$ cat src/rtl/dsrr_pkg.sv
package dsrr_pkg;

	localparam int DSRR_MAX_JOBS = 64;

	localparam int JOB_W   = 6;
	localparam int BURST_W = 16;
	localparam int QUANT_W = 8;
	localparam int TICK_W  = 16;
	localparam int CFG_IDX_W  = 2;
	localparam int CFG_DATA_W = 16;

	localparam logic ACT_ARRIVAL = 1'b0;
	localparam logic ACT_TICK    = 1'b1;

	localparam logic [CFG_IDX_W-1:0] REG_QUANTUM0   = 2'd0;
	localparam logic [CFG_IDX_W-1:0] REG_QUANTUM1   = 2'd1;
	localparam logic [CFG_IDX_W-1:0] REG_TICK_LIMIT = 2'd2;

	localparam logic [QUANT_W-1:0] QUANTUM_RST    = 8'd2;
	localparam logic [TICK_W-1:0]  TICK_LIMIT_RST = 16'hFFFF;

	// controller -> datapath phase strobes
	typedef struct packed {
		logic clear;
		logic arrive;
		logic admit;
		logic tick_start;
		logic pop0;
		logic pop1;
		logic load1;
		logic exec;
		logic push1;
		logic emit;
	} cmd_t;

	// datapath -> controller
	typedef struct packed {
		logic clear_done;
		logic halt;
		logic out_free;
	} sts_t;

endpackage

$ cat src/rtl/dsrr_ram.sv
module dsrr_ram #(
	parameter int WIDTH = 8,
	parameter int DEPTH = 64
) (
	input  logic                     clk,
	input  logic                     we,
	input  logic [$clog2(DEPTH)-1:0] waddr,
	input  logic [WIDTH-1:0]         wdata,
	input  logic [$clog2(DEPTH)-1:0] raddr,
	output logic [WIDTH-1:0]         rdata
);

	logic [WIDTH-1:0] mem_q [DEPTH];

	always_ff @(posedge clk) begin
		if (we) begin
			mem_q[waddr] <= wdata;
		end
		rdata <= mem_q[raddr];
	end

endmodule

$ cat src/rtl/dsrr_ctrl.sv
module dsrr_ctrl
	import dsrr_pkg::*;
(
	input  logic clk,
	input  logic arst_n,
	input  logic in_valid,
	input  logic action,
	output logic in_stall,
	input  sts_t sts,
	output cmd_t cmd
);

	localparam logic [3:0] ST_IDLE  = 4'd0;
	localparam logic [3:0] ST_POP0  = 4'd1;
	localparam logic [3:0] ST_POP1  = 4'd2;
	localparam logic [3:0] ST_LOAD1 = 4'd3;
	localparam logic [3:0] ST_EXEC  = 4'd4;
	localparam logic [3:0] ST_PUSH1 = 4'd5;
	localparam logic [3:0] ST_EMIT  = 4'd6;
	localparam logic [3:0] ST_CLEAR = 4'd7;
	localparam logic [3:0] ST_ARR   = 4'd8;

	logic [3:0] state_q;
	logic [3:0] state_nx;
	logic       accept;

	assign in_stall = (state_q != ST_IDLE);
	assign accept   = in_valid & ~in_stall;

	always_comb begin
		state_nx = state_q;
		unique case (state_q)
			ST_CLEAR: begin
				if (sts.clear_done) begin
					state_nx = ST_IDLE;
				end
			end
			ST_IDLE: begin
				if (accept) begin
					if (action == ACT_TICK) begin
						state_nx = sts.halt ? ST_EMIT : ST_POP0;
					end else begin
						state_nx = ST_ARR;
					end
				end
			end
			ST_ARR:   state_nx = ST_IDLE;
			ST_POP0:  state_nx = ST_POP1;
			ST_POP1:  state_nx = ST_LOAD1;
			ST_LOAD1: state_nx = ST_EXEC;
			ST_EXEC:  state_nx = ST_PUSH1;
			ST_PUSH1: state_nx = ST_EMIT;
			ST_EMIT: begin
				if (sts.out_free) begin
					state_nx = ST_IDLE;
				end
			end
			default: state_nx = ST_IDLE;
		endcase
	end

	always_ff @(posedge clk or negedge arst_n) begin
		if (!arst_n) begin
			state_q <= ST_CLEAR;
		end else begin
			state_q <= state_nx;
		end
	end

	always_comb begin
		cmd            = '0;
		cmd.clear      = (state_q == ST_CLEAR);
		cmd.arrive     = accept & (action == ACT_ARRIVAL);
		cmd.admit      = (state_q == ST_ARR);
		cmd.tick_start = accept & (action == ACT_TICK);
		cmd.pop0       = (state_q == ST_POP0);
		cmd.pop1       = (state_q == ST_POP1);
		cmd.load1      = (state_q == ST_LOAD1);
		cmd.exec       = (state_q == ST_EXEC);
		cmd.push1      = (state_q == ST_PUSH1);
		cmd.emit       = (state_q == ST_EMIT) & sts.out_free;
	end

endmodule

$ cat src/rtl/dsrr_dp.sv
module dsrr_dp
	import dsrr_pkg::*;
#(
	parameter int MAX_JOBS = DSRR_MAX_JOBS
) (
	input  logic                  clk,
	input  logic                  arst_n,
	input  cmd_t                  cmd,
	output sts_t                  sts,
	input  logic [JOB_W-1:0]      job_id,
	input  logic [BURST_W-1:0]    burst,
	input  logic                  cfg_valid,
	output logic                  cfg_ready,
	input  logic [CFG_IDX_W-1:0]  cfg_index,
	input  logic [CFG_DATA_W-1:0] cfg_data,
	output logic                  out_valid,
	input  logic                  out_stall,
	output logic [TICK_W-1:0]     now,
	output logic                  server0_busy,
	output logic [JOB_W-1:0]      server0_job,
	output logic                  server0_first_start,
	output logic                  server0_done,
	output logic                  server1_busy,
	output logic [JOB_W-1:0]      server1_job,
	output logic                  server1_first_start,
	output logic                  server1_done,
	output logic                  halted
);

	localparam int JW = $clog2(MAX_JOBS);
	localparam int CW = $clog2(MAX_JOBS + 1);
	localparam logic [JW-1:0] LAST_SLOT = JW'(MAX_JOBS - 1);
	localparam logic [CW-1:0] FULL_CNT  = CW'(MAX_JOBS);

	// job status memory: bit 1 known, bit 0 started
	localparam logic [1:0] JS_ABSENT  = 2'b00;
	localparam logic [1:0] JS_WAITING = 2'b10;
	localparam logic [1:0] JS_STARTED = 2'b11;

	function automatic logic [JW-1:0] ptr_inc(input logic [JW-1:0] p);
		ptr_inc = (p == LAST_SLOT) ? '0 : p + 1'b1;
	endfunction

	// configuration
	logic [QUANT_W-1:0] quantum_q [2];
	logic [TICK_W-1:0]  limit_q;

	// queue and job bookkeeping
	logic [JW-1:0]       head_q, tail_q;
	logic [CW-1:0]       count_q;
	logic [JW-1:0]       clr_q;

	// captured arrival
	logic [JOB_W-1:0]   arr_id_q;
	logic [BURST_W-1:0] arr_burst_q;

	// servers
	logic               busy_q  [2];
	logic [JW-1:0]      job_q   [2];
	logic [QUANT_W-1:0] slice_q [2];
	logic [BURST_W-1:0] rem_q   [2];

	// per-tick flags
	logic              popped0_q, popped1_q, pre1_q, halted_q;
	logic              held_q  [2];
	logic              first_q [2];
	logic              done_q  [2];
	logic [TICK_W-1:0] tick_count_q;

	// output register
	logic              out_valid_q;
	logic [TICK_W-1:0] now_q;
	logic              o_busy_q  [2];
	logic [JOB_W-1:0]  o_job_q   [2];
	logic              o_first_q [2];
	logic              o_done_q  [2];
	logic              o_halted_q;

	// memories
	logic               fifo_we, rem_we, st_we;
	logic [JW-1:0]      fifo_wd, fifo_rd, rem_wa, st_wa, st_ra;
	logic [BURST_W-1:0] rem_wd, rem_rd;
	logic [1:0]         st_wd, st_rd;

	// arrival decode
	logic [31:0]   in_wide;
	logic [31:0]   id_wide;
	logic [JW-1:0] id_idx;
	logic          arr_ok;
	logic          not_full;

	// execution
	logic [BURST_W-1:0] rem_cur [2];
	logic [BURST_W-1:0] rem_nx  [2];
	logic [QUANT_W-1:0] q_eff   [2];
	logic               fin     [2];
	logic               pre     [2];
	logic               pop0, pop1;

	assign cfg_ready = 1'b1;

	assign in_wide  = 32'(job_id);
	assign id_wide  = 32'(arr_id_q);
	assign id_idx   = id_wide[JW-1:0];
	assign not_full = (count_q < FULL_CNT);
	assign arr_ok   = (id_wide < 32'(MAX_JOBS)) && (arr_burst_q != '0) && !st_rd[1];

	assign pop0 = cmd.pop0 & ~busy_q[0] & (count_q != '0);
	assign pop1 = cmd.pop1 & ~busy_q[1] & (count_q != '0);

	assign sts.clear_done = (clr_q == LAST_SLOT);
	assign sts.halt       = (tick_count_q >= limit_q);
	assign sts.out_free   = ~out_valid_q | ~out_stall;

	always_comb begin
		rem_cur[0] = rem_q[0];
		rem_cur[1] = popped1_q ? rem_rd : rem_q[1];
		for (int s = 0; s < 2; s++) begin
			q_eff[s]  = (quantum_q[s] == '0) ? QUANT_W'(1) : quantum_q[s];
			rem_nx[s] = (rem_cur[s] != '0) ? rem_cur[s] - 1'b1 : rem_cur[s];
			fin[s]    = busy_q[s] && (rem_nx[s] == '0);
			pre[s]    = busy_q[s] && !fin[s] &&
				(({1'b0, slice_q[s]} + 9'd1) >= {1'b0, q_eff[s]});
		end
	end

	// write ports of the queue and work memories; one source per cycle
	always_comb begin
		fifo_we = 1'b0;
		fifo_wd = id_idx;
		rem_we  = 1'b0;
		rem_wa  = id_idx;
		rem_wd  = arr_burst_q;
		if (cmd.admit && arr_ok) begin
			fifo_we = not_full;
			rem_we  = 1'b1;
		end else if (cmd.exec && pre[0]) begin
			fifo_we = not_full;
			fifo_wd = job_q[0];
			rem_we  = 1'b1;
			rem_wa  = job_q[0];
			rem_wd  = rem_nx[0];
		end else if (cmd.push1 && pre1_q) begin
			fifo_we = not_full;
			fifo_wd = job_q[1];
			rem_we  = 1'b1;
			rem_wa  = job_q[1];
			rem_wd  = rem_q[1];
		end
	end

	// status memory: cleared after reset, looked up at arrival and at each pop
	assign st_ra = cmd.arrive ? in_wide[JW-1:0] : fifo_rd;

	always_comb begin
		st_we = 1'b0;
		st_wa = clr_q;
		st_wd = JS_ABSENT;
		if (cmd.clear) begin
			st_we = 1'b1;
		end else if (cmd.admit && arr_ok) begin
			st_we = 1'b1;
			st_wa = id_idx;
			st_wd = JS_WAITING;
		end else if (cmd.load1 && popped0_q) begin
			st_we = 1'b1;
			st_wa = job_q[0];
			st_wd = JS_STARTED;
		end else if (cmd.exec && popped1_q) begin
			st_we = 1'b1;
			st_wa = job_q[1];
			st_wd = JS_STARTED;
		end
	end

	dsrr_ram #(.WIDTH(JW), .DEPTH(MAX_JOBS)) u_fifo_ram (
		.clk   (clk),
		.we    (fifo_we),
		.waddr (tail_q),
		.wdata (fifo_wd),
		.raddr (head_q),
		.rdata (fifo_rd)
	);

	// work lookup follows the id just read from the queue
	dsrr_ram #(.WIDTH(BURST_W), .DEPTH(MAX_JOBS)) u_rem_ram (
		.clk   (clk),
		.we    (rem_we),
		.waddr (rem_wa),
		.wdata (rem_wd),
		.raddr (fifo_rd),
		.rdata (rem_rd)
	);

	dsrr_ram #(.WIDTH(2), .DEPTH(MAX_JOBS)) u_status_ram (
		.clk   (clk),
		.we    (st_we),
		.waddr (st_wa),
		.wdata (st_wd),
		.raddr (st_ra),
		.rdata (st_rd)
	);

	always_ff @(posedge clk or negedge arst_n) begin
		if (!arst_n) begin
			quantum_q[0] <= QUANTUM_RST;
			quantum_q[1] <= QUANTUM_RST;
			limit_q      <= TICK_LIMIT_RST;
			head_q       <= '0;
			tail_q       <= '0;
			count_q      <= '0;
			clr_q        <= '0;
			tick_count_q <= '0;
			popped0_q    <= 1'b0;
			popped1_q    <= 1'b0;
			pre1_q       <= 1'b0;
			halted_q     <= 1'b0;
			out_valid_q  <= 1'b0;
			for (int s = 0; s < 2; s++) begin
				busy_q[s]  <= 1'b0;
				slice_q[s] <= '0;
				held_q[s]  <= 1'b0;
				first_q[s] <= 1'b0;
				done_q[s]  <= 1'b0;
			end
		end else begin
			if (cfg_valid && cfg_ready) begin
				unique case (cfg_index)
					REG_QUANTUM0:   quantum_q[0] <= cfg_data[QUANT_W-1:0];
					REG_QUANTUM1:   quantum_q[1] <= cfg_data[QUANT_W-1:0];
					REG_TICK_LIMIT: limit_q      <= cfg_data[TICK_W-1:0];
					default: ;
				endcase
			end

			if (cmd.clear) begin
				clr_q <= ptr_inc(clr_q);
			end

			if (fifo_we) begin
				tail_q  <= ptr_inc(tail_q);
				count_q <= count_q + 1'b1;
			end

			if (cmd.tick_start) begin
				halted_q  <= sts.halt;
				popped0_q <= 1'b0;
				popped1_q <= 1'b0;
				pre1_q    <= 1'b0;
				for (int s = 0; s < 2; s++) begin
					held_q[s]  <= 1'b0;
					first_q[s] <= 1'b0;
					done_q[s]  <= 1'b0;
				end
			end

			if (pop0) begin
				head_q    <= ptr_inc(head_q);
				count_q   <= count_q - 1'b1;
				popped0_q <= 1'b1;
			end

			if (cmd.pop1 && popped0_q) begin
				busy_q[0]  <= 1'b1;
				slice_q[0] <= '0;
			end

			if (pop1) begin
				head_q    <= ptr_inc(head_q);
				count_q   <= count_q - 1'b1;
				popped1_q <= 1'b1;
			end

			if (cmd.load1 && popped0_q) begin
				first_q[0] <= ~st_rd[0];
			end

			if (cmd.load1 && popped1_q) begin
				busy_q[1]  <= 1'b1;
				slice_q[1] <= '0;
			end

			if (cmd.exec && popped1_q) begin
				first_q[1] <= ~st_rd[0];
			end

			if (cmd.exec) begin
				pre1_q <= pre[1];
				for (int s = 0; s < 2; s++) begin
					held_q[s] <= busy_q[s];
					done_q[s] <= fin[s];
					if (fin[s] || pre[s]) begin
						busy_q[s]  <= 1'b0;
						slice_q[s] <= '0;
					end else if (busy_q[s]) begin
						slice_q[s] <= slice_q[s] + 1'b1;
					end
				end
			end

			if (cmd.emit) begin
				out_valid_q <= 1'b1;
				if (!halted_q) begin
					tick_count_q <= tick_count_q + 1'b1;
				end
			end else if (!out_stall) begin
				out_valid_q <= 1'b0;
			end
		end
	end

	// payload registers
	always_ff @(posedge clk) begin
		if (cmd.arrive) begin
			arr_id_q    <= job_id;
			arr_burst_q <= burst;
		end
		if (cmd.pop1 && popped0_q) begin
			job_q[0] <= fifo_rd;
		end
		if (cmd.load1 && popped0_q) begin
			rem_q[0] <= rem_rd;
		end
		if (cmd.load1 && popped1_q) begin
			job_q[1] <= fifo_rd;
		end
		if (cmd.exec) begin
			for (int s = 0; s < 2; s++) begin
				if (busy_q[s]) begin
					rem_q[s] <= rem_nx[s];
				end
			end
		end
		if (cmd.emit) begin
			now_q      <= tick_count_q;
			o_halted_q <= halted_q;
			for (int s = 0; s < 2; s++) begin
				o_busy_q[s]  <= held_q[s];
				o_job_q[s]   <= held_q[s] ? JOB_W'(job_q[s]) : '0;
				o_first_q[s] <= first_q[s];
				o_done_q[s]  <= done_q[s];
			end
		end
	end

	assign out_valid           = out_valid_q;
	assign now                 = now_q;
	assign server0_busy        = o_busy_q[0];
	assign server0_job         = o_job_q[0];
	assign server0_first_start = o_first_q[0];
	assign server0_done        = o_done_q[0];
	assign server1_busy        = o_busy_q[1];
	assign server1_job         = o_job_q[1];
	assign server1_first_start = o_first_q[1];
	assign server1_done        = o_done_q[1];
	assign halted              = o_halted_q;

endmodule

$ cat src/rtl/dual_server_round_robin_scheduler.sv
// Round-robin scheduler for two servers sharing one FIFO ready queue, each
// server with its own quantum (registers 0 and 1) and a halt after tick_limit
// ticks (register 2). After reset the input is stalled while the job status
// memory is cleared. An arrival (action 0) is captured and its job's status
// looked up in the accept cycle, then queued in the arrival state; it gives
// no result. A tick (action 1) runs from the accept cycle through the pop0,
// pop1, load1, exec, push1 and emit states, or straight to emit once the tick
// limit is reached, and waits in emit while a held result is stalled; the
// queue, work and status memories each have a single read and a single write
// port, so the two pops, the look-ups and the two preemption push-backs are
// sequenced one after another. One result is produced per tick; configuration
// is to be written only while the block is idle, which it does not enforce.
module dual_server_round_robin_scheduler
	import dsrr_pkg::*;
#(
	parameter int MAX_JOBS = DSRR_MAX_JOBS
) (
	input  logic                  clk,
	input  logic                  arst_n,
	input  logic                  in_valid,
	output logic                  in_stall,
	input  logic                  action,
	input  logic [JOB_W-1:0]      job_id,
	input  logic [BURST_W-1:0]    burst,
	input  logic                  cfg_valid,
	output logic                  cfg_ready,
	input  logic [CFG_IDX_W-1:0]  cfg_index,
	input  logic [CFG_DATA_W-1:0] cfg_data,
	output logic                  out_valid,
	input  logic                  out_stall,
	output logic [TICK_W-1:0]     now,
	output logic                  server0_busy,
	output logic [JOB_W-1:0]      server0_job,
	output logic                  server0_first_start,
	output logic                  server0_done,
	output logic                  server1_busy,
	output logic [JOB_W-1:0]      server1_job,
	output logic                  server1_first_start,
	output logic                  server1_done,
	output logic                  halted
);

	cmd_t cmd;
	sts_t sts;

	dsrr_ctrl u_ctrl (
		.clk      (clk),
		.arst_n   (arst_n),
		.in_valid (in_valid),
		.action   (action),
		.in_stall (in_stall),
		.sts      (sts),
		.cmd      (cmd)
	);

	dsrr_dp #(.MAX_JOBS(MAX_JOBS)) u_dp (
		.clk                 (clk),
		.arst_n              (arst_n),
		.cmd                 (cmd),
		.sts                 (sts),
		.job_id              (job_id),
		.burst               (burst),
		.cfg_valid           (cfg_valid),
		.cfg_ready           (cfg_ready),
		.cfg_index           (cfg_index),
		.cfg_data            (cfg_data),
		.out_valid           (out_valid),
		.out_stall           (out_stall),
		.now                 (now),
		.server0_busy        (server0_busy),
		.server0_job         (server0_job),
		.server0_first_start (server0_first_start),
		.server0_done        (server0_done),
		.server1_busy        (server1_busy),
		.server1_job         (server1_job),
		.server1_first_start (server1_first_start),
		.server1_done        (server1_done),
		.halted              (halted)
	);

endmodule

$ cat config.mk
export PLATFORM = sky130hd
export DESIGN_NAME = dual_server_round_robin_scheduler
export DESIGN_NICKNAME = d
export VERILOG_FILES = /design/src/rtl/dsrr_pkg.sv /design/src/rtl/dsrr_ram.sv /design/src/rtl/dsrr_ctrl.sv /design/src/rtl/dsrr_dp.sv /design/src/rtl/dual_server_round_robin_scheduler.sv
export SDC_FILE = /design/constraint.sdc
export NUM_CORES = 2
export LEC_CHECK = 0
export ABC_CLOCK_PERIOD_IN_PS = 6600
export BUFFER_PORTS_ARGS = -buffer_cell sky130_fd_sc_hd__buf_2
export CORE_MARGIN = 2
export CORE_UTILIZATION = 57
export CTS_BUF_LIST = sky130_fd_sc_hd__clkbuf_16
export CTS_CLUSTER_SIZE = 25
export DETAILED_ROUTE_END_ITERATION = 12
export GPL_TIMING_DRIVEN = 0
export PLACE_DENSITY = 0.73
export SLEW_MARGIN = 20
export SYNTH_ARGS = -nofsm -noshare
export SYNTH_HDL_FRONTEND = slang
export SYNTH_SLANG_ARGS = --single-unit
$ cat constraint.sdc
create_clock -name clk -period 6.6 [get_ports clk]
set_input_delay 0.66 -clock clk [delete_from_list [all_inputs] [get_ports clk]]
set_output_delay 0.66 -clock clk [all_outputs]
set_load 0.03 [all_outputs]
After elaboration in Yosys (flattened, before gate mapping)

Memory sizes are Yosys's and may differ from the RTL's. A register that Yosys moved wholly into a read port is not among the register bits.
Cells that the tools add are included.

Logic and storage cells: 226
Memory bits (writable): 1598
Input bits: 46
Output and inout port bits: 38
Register bits after elaboration: 145
Memories: 9

Memory list:

| name                    | words | width | rd ports | clocked after memory_dff | write ports | RTL line       | source |
|---|---|---|---|---|---|---|---|
| u_dp.u_rem_ram.mem_q    | 64    | 16    | 1        | 1                        | 1           | dsrr_ram.sv:13 | `logic [WIDTH-1:0] mem_q [DEPTH];` |
| u_dp.u_fifo_ram.mem_q   | 64    | 6     | 1        | 1                        | 1           | dsrr_ram.sv:13 |  |
| u_dp.u_status_ram.mem_q | 64    | 2     | 1        | 1                        | 1           | dsrr_ram.sv:13 |  |
| u_dp.rem_q              | 2     | 16    | 2        | 0                        | 2           | dsrr_dp.sv:61  | `logic [BURST_W-1:0] rem_q [2];` |
| u_dp.job_q              | 2     | 6     | 2        | 0                        | 1           | dsrr_dp.sv:59  | `logic [JW-1:0] job_q [2];` |
| u_dp.o_job_q            | 2     | 6     | 2        | 0                        | 2           | dsrr_dp.sv:74  | `logic [JOB_W-1:0] o_job_q [2];` |
| 3 more memories         | --    | --    | --       | --                       | --          | --             |  |

Add/subtract/negate cells: 12
Mux-type cells: 93
Bitwise logic cells: 18
Reduce and logical (&&, ||, !) cells: 44
Eq/ne operators: 17
$lt $le $gt $ge: 5

Operator list:

| operator                                                              | number |
|---|---|
| 16-bit two-way mux                                                    | 8 |
| 6-bit two-way mux                                                     | 16 |
| 8-bit two-way mux                                                     | 8 |
| 16-bit nonzero test                                                   | 3 |
| 1-bit two-way mux                                                     | 44 |
| 16-bit zero test                                                      | 2 |
| 4-bit one-hot mux with 8 select lines                                 | 1 |
| 16-bit by 1-bit subtractor with 16-bit output (second input constant) | 2 |
| 7-bit two-way mux                                                     | 3 |
| 6-bit by 1-bit adder with 6-bit output (second input constant)        | 3 |
| 8-bit by 1-bit adder with 9-bit output (second input constant)        | 2 |
| 6-bit == test (second input constant)                                 | 3 |
| 9-bit by 8-bit >= comparator with 1-bit output                        | 2 |
| 16-bit by 1-bit adder with 16-bit output (second input constant)      | 1 |
| 8-bit by 1-bit adder with 8-bit output (second input constant)        | 2 |
| 4-bit by 3-bit == test with 1-bit output (second input constant)      | 4 |
| 16-bit >= comparator                                                  | 1 |
| 8-bit zero test                                                       | 2 |
| 2-bit two-way mux                                                     | 8 |
| 4-bit two-way mux                                                     | 4 |
| 1-bit logical AND                                                     | 15 |
| 2-bit nonzero test                                                    | 6 |
| 1-bit bitwise AND                                                     | 8 |
| 4-bit by 2-bit == test with 1-bit output (second input constant)      | 2 |
| other kinds (22)                                                      | 39 |

Logic depth before layout (Yosys ltp)

An unclocked memory read counts as a cell.

Depth after elaboration: 14
Depth in mapped cells: 18
Gate-level depth less buffers: 16

Hierarchy

A second synthesis with hierarchy kept.

Cell total of the unflattened synthesis: 3915
Area total of the unflattened synthesis: 71966.5 um2

Modules (own cells, without submodules):

| module                       | sequential area each (um2) | cells an instance | area an instance (um2) | instances |
|---|---|---|---|---|
| dsrr_ram (u_dp.u_rem_ram)    | 31069.8                    | 1829              | 40042.2                | 1 |
| dsrr_ram (u_dp.u_fifo_ram)   | 11651.2                    | 720               | 15225.9                | 1 |
| dsrr_dp                      | 5607.9                     | 998               | 10941.7                | 1 |
| dsrr_ram (u_dp.u_status_ram) | 3883.7                     | 324               | 5397.7                 | 1 |
| dsrr_ctrl                    | 103.8                      | 44                | 359.1                  | 1 |

Worst setup path after synthesis

OpenSTA, ideal clock, no wires.

Path type: flip-flop to flip-flop
Start point: register u_dp.slice_q[10] (netlist name)
End point: memory u_dp.u_rem_ram.mem_q[0][15] (netlist name) (data pin)
Clock period less this slack: 6.359 ns
Path buffers: 3
Setup time: 0.741 ns
Cell stages (with the launch flop): 17
Required time: 5.859 ns
Path slack: 0.241 ns
Arrival time: 5.617 ns
Path through: dfrtp_1 > and3_1 > nand3_1 > inv_1 > and3_1 > xor2_1 > ha_1 > o21ai_0 > nor2_1 > nand4_1 > and3_1 > clkbuf_1 > nor2_1 > a21oi_2 > buf_4 > clkbuf_1 > a221oi_1

Cells in the longest elaborated chain, start to end: 6

Ends and longest elaborated chain:

| element                                        | RTL line       | source |
|---|---|---|
| start, declared                                | dsrr_dp.sv:60  | `logic [QUANT_W-1:0] slice_q [2];` |
| start signal, assigned by index                | dsrr_dp.sv:296 | `slice_q[s] <= slice_q[s] + 1'b1;` |
| 8-bit by 1-bit adder with 9-bit output         | dsrr_dp.sv:123 | `(({1'b0, slice_q[s]} + 9'd1) >= {1'b0, q_eff[s]});` |
| 9-bit by 8-bit >= comparator with 1-bit output | dsrr_dp.sv:123 |  |
| 1-bit logical AND                              | dsrr_dp.sv:122 | `pre[s] = busy_q[s] && !fin[s] &&` |
| 1-bit logical AND                              | dsrr_dp.sv:137 | `end else if (cmd.exec && pre[0]) begin` |
| 16-bit two-way mux                             | dsrr_dp.sv:137 |  |
| 16-bit two-way mux                             | dsrr_dp.sv:134 | `if (cmd.admit && arr_ok) begin` |
| named net u_dp.rem_wd[15]                      | dsrr_dp.sv:82  | `logic [BURST_W-1:0] rem_wd, rem_rd;` |
| end, declared                                  | dsrr_ram.sv:13 |  |

The timed path passes the listed nets, and every way through them passes these cells.

Final worst setup path

Start point: register u_dp.popped1_q
End point: register u_dp.slice_q[5] (netlist name)

Cells in the longest elaborated chain, start to end: 11
Elaborated cells between the ends (all ways): 15
Those cells by class: add/sub (1); mux (6); reduce/logical (8)

Ends and longest elaborated chain:

| element                                                                                     | RTL line       | source |
|---|---|---|
| start, declared                                                                             | dsrr_dp.sv:64  | `logic popped0_q, popped1_q, pre1_q, halted_q;` |
| start signal, assigned                                                                      | dsrr_dp.sv:215 | `popped1_q <= 1'b0;` |
| start signal, assigned                                                                      | dsrr_dp.sv:248 | `popped1_q <= 1'b0;` |
| start signal, assigned                                                                      | dsrr_dp.sv:271 | `popped1_q <= 1'b1;` |
| 16-bit two-way mux                                                                          | dsrr_dp.sv:117 | `rem_cur[1] = popped1_q ? rem_rd : rem_q[1];` |
| 16-bit by 1-bit subtractor with 16-bit output / 16-bit nonzero test (equally long branches) | dsrr_dp.sv:120 | `rem_nx[s] = (rem_cur[s] != '0) ? rem_cur[s] - 1'b1 : rem_cur[s];` |
| 16-bit two-way mux                                                                          | dsrr_dp.sv:120 |  |
| 16-bit zero test                                                                            | dsrr_dp.sv:121 | `fin[s] = busy_q[s] && (rem_nx[s] == '0);` |
| 1-bit logical AND                                                                           | dsrr_dp.sv:121 |  |
| 1-bit zero test                                                                             | dsrr_dp.sv:122 |  |
| 1-bit logical AND (2 in series)                                                             | dsrr_dp.sv:122 |  |
| 1-bit logical OR                                                                            | dsrr_dp.sv:292 | `if (fin[s] \|\| pre[s]) begin` |
| 8-bit two-way mux                                                                           | dsrr_dp.sv:292 |  |
| 16-bit two-way mux (*)                                                                      | dsrr_dp.sv:287 | `if (cmd.exec) begin` |

Mark *: on every way between the ends. The rest lies on a longest branch, timed or not.
A chain may end at the register's enable or synchronous reset.

==> flow_summary.yaml <==
sta:
  rsz0062_at_grt: "no"
  setup_viol: 0
  finalCriticalPeriod_ns: 6.35
  clock_skew_ns: 0.0344
  relSlewSlack: 0.212
  worst_pin_slew_ns: 1.18
  slew_viol_final: 0
  hold_viol_final: 0
  final.period_utilization: 0.963
  clock.fmax_mhz: 157
worst_setup_path:
  cp-start-kind: "flop"
  crit_fanout: 10
  critPathKind: "reg2reg"
  crit_required_ns: 7.28
  critPathCaptureType: "flop"
  worstPathArrival_ns: 7.03
  worstReg2RegStart: "u_dp.popped1_q"
  reg2reg_depth: 14
  r2r_end: "u_dp.slice_q[5]"
  rrSetupSlack_ns: 0.25
clock_tree:
  clkSlewWorstSetupHoldPaths_ns: 0.06
  cts.sink_count: 1767
  insertion_delay_ns: 0.79
  cts_buffer_depth: 3
  cts_tree: "yes"
  post_cts_buffers: 0
  root_buffer: "clkbuf_16"
  cts_made_buffers: 173
  h-tree-depth: 4
run:
  cap_violations: 0
die:
  die_h_um: 357
  core_area_um2: 124000
  initial_core_util: 0.575
  die_area_um2: 127000
  io_pins: 84
  num_rows: 129
  die_w_um: 357
synthesis:
  synth-main-ff-cell: "edfxtp_1"
  ys_seq_area_frac: 0.736
  synth_compound_area_frac: 0.0268
  synthSimpleGateAreaFrac: 0.0481
  syn_avg_cell_area_um2: 19.6
  synth_mux_area_frac: 0.162
  synth-edff-count: 1637
  synth.net_count: 3708
  yosys_warnings: 0
  synth_top_area_cell: "edfxtp_1"
  synth.ff_latch_count: 1767
  ys_types: 95
  synth_top_area_share: 0.692
  synth_adder_area_share: 0.00775
  synthXorXnorAreaFrac: 0.00678
  synth_cells: 3618
  syn_area_um2: 71100
  yosys-top-cells-area: "edfxtp_1 69%, mux4_2 15%, dfrtp_1 3.0%"
  synth_async_sr_flop_share: 0.0600
  synth_top_family_by_area: "multiplexers"
grt:
  grt_max_degree: 69
  grt_pass1_vias: 36500
  antenna_found_initial: 9
  grt.overflow.total: 0
  grt_usage: 0.266
  grt_pass1_wl_mm: 246
min_path:
  hold_depth: 1
  hold_class: "in2reg"
  min_to: "u_dp.arr_burst_q[1]"
  min-delay-start: "burst[1]"
route:
  drtAntennaViolNets: 0
  drc_errors: 0
  drtPass1Iterations: 10
  wl_met1_mm: 65.3
  wl_met3_mm: 16.6
  wirelength_mm: 167
  top_layer_used: "met5"
  avgViaCountPerCell: 6.48
  drtIter0Drc: 5371
  avgRoutedWirePerCell_um: 29.1
  vias: 37200
  dr_wl_met2_mm: 80.4
final_layout:
  final_net_count: 4053
  syn_to_final_growth_pct: 13.6
  final_area_um2: 80700
  final_cell_mix: "1637 x edfxtp_1, 469 x mux4_2, 203 x nor2_1"
  final_common_cell: "edfxtp_1"
  fin_util: 0.653
  filler_cell_count: 7967
  layout-drive-gt1-share: 0.263
place:
  place.detailed.hpwl_mm: 110
  port-buffer-count: 82
  placedInstanceArea_um2: 75200
  finalWeightedCongestion: 0.910
power:
  clkPwrFrac: 0.295
  power_frac_seq: 0.413
  sw_frac_of_total: 0.308
  intPower_mw: 22.3
  p_total_mw: 32.3
  p_per_area_nw_per_um2: 400
  leakagePower_nw: 26.4
  pwr-share-comb: 0.292
  p_switching_mw: 9.94
  vdd.ir_drop.worst_uv: 363
status:
  status: "finished, final reports clean"
flip-flops by register name, summed over array words and instances, names as in the netlist, 7 cells and up:
register,flops
u_dp.quantum_q,16
u_dp.slice_q,16
u_dp.o_job_q,12
u_dp.rem_q,32
u_dp.now,16
u_dp.limit_q,16
u_dp.u_rem_ram.rdata,16
u_dp.job_q,12
u_dp.u_status_ram.mem_q,128
u_dp.u_fifo_ram.mem_q,384
u_dp.tick_count_q,16
u_dp.count_q,7
u_dp.arr_burst_q,16
u_dp.u_rem_ram.mem_q,1024
worst max-delay path by stage:
stage	depth (start not counted)	to	startpoint	slack [ns]
global placement	16	u_dp.u_rem_ram.mem_q[58][15]	u_dp.slice_q[10]	-3.44
CTS	17	u_dp.u_rem_ram.mem_q[27][0]	u_dp.slice_q[10]	0.26
detailed placement	13	u_dp.u_rem_ram.mem_q[27][14]	u_dp.rem_q[0][0]	0.30
finish	14	u_dp.slice_q[5]	u_dp.popped1_q	0.25
floorplan	16	u_dp.u_rem_ram.mem_q[0][15]	u_dp.slice_q[10]	0.24
global route	17	u_dp.u_rem_ram.mem_q[18][6]	u_dp.slice_q[10]	0.05
cell families (layout without fill, tap and decap cells):
family                     after synthesis  count (layout)
buffers and inverters                  228             713
other                                    1               2
xor gates and xnor gates                55              55
muxes                                  558             558
adders and majority gates               44              44
AOI/OAI and AO/OA                      273             273
DFF                                   1767            1767
and+or+nand+nor                        692             692
metrics by stage:
| stage | hold WS (ns) | setup TNS (ns) | std cells | setup slack (ns) |
|---|---|---|---|---|
| floorplan | 0.364 | 0 | 3618 | 0.241 |
| global placement | 0.441 | -938.36 | 5337 | -3.44 |
| global route | 0.0298 | 0 | 5740 | 0.0526 |
| CTS | 0.00484 | 0 | 5739 | 0.261 |
| finish | 0.0465 | 0 | 5741 | 0.247 |
| detailed placement | 0.440 | 0 | 5423 | 0.300 |
layer usage:
| metal | global-route usage | vias to the layer above |
|---|---|---|
| met5 | 0 | - |
| met4 | 0.0788 | 2 |
| met3 | 0.0533 | 307 |
| met2 | 0.419 | 2023 |
| met1 | 0.384 | 19400 |
| li1 | - | 15500 |
cell usage after synthesis (all sizes together), types with 40 or more instances:
master / instances
edfxtp: 1637
mux4: 469
nor2: 268
nand2: 143
clkbuf: 110
dfrtp: 85
o21ai: 73
buf: 64
mux2i: 56
inv: 54
nand3: 48
a211oi: 45
a21oi: 45
ha: 44
xnor2: 42
nor2b: 40
critical path, cell delays in order, from the launching register on:
cell and delay (ns):
dfrtp_1 0.45, clkbuf_1 0.42, buf_2 0.33, buf_1 0.65, buf_1 0.66, mux2i_1 0.37
ha_1 0.24, o21ai_0 0.16, a2111oi_0 0.89, nand4_1 0.23, mux2i_1 0.25, o2111ai_1 0.15
nor4_2 0.96, nor3_2 0.22, a22o_1 0.25
final cells by class:
class	instances	area [µm²]	area share
inverter	54	210	0.00260
multi-input combinational	1623	18300	0.226
buffer	174	686	0.00850
sequential	1767	52300	0.648
clock buffer	181	4530	0.0561
antenna	1	2.50	0.0000310
clock inverter	134	933	0.0116
timing repair buffer	170	1720	0.0213
tap	1637	2050	0.0254
power groups by stage:
| stage | Combinational, mW | Clock, mW | Sequential [mW] |
|---|---|---|---|
| after detailed placement | 9.33 | 0 | 13.5 |
| after CTS | 9.39 | 9.62 | 13.3 |
| after global placement | 9.11 | 0 | 13.6 |
| after global routing | 9.87 | 10.1 | 13.4 |
| final | 9.42 | 9.52 | 13.3 |
| after floorplan | 6.03 | 0 | 13.4 |
what timing repair did:
| item | 4_1_cts | 5_1_grt |
|---|---|---|
| hold buffers | 1 | 0 |
| gates resized for setup | 0 | 1 |
| setup endpoints to repair | 0 | 19 |
| hold endpoints to repair | 27 | 0 |
Power figures use the tool's default switching activity.
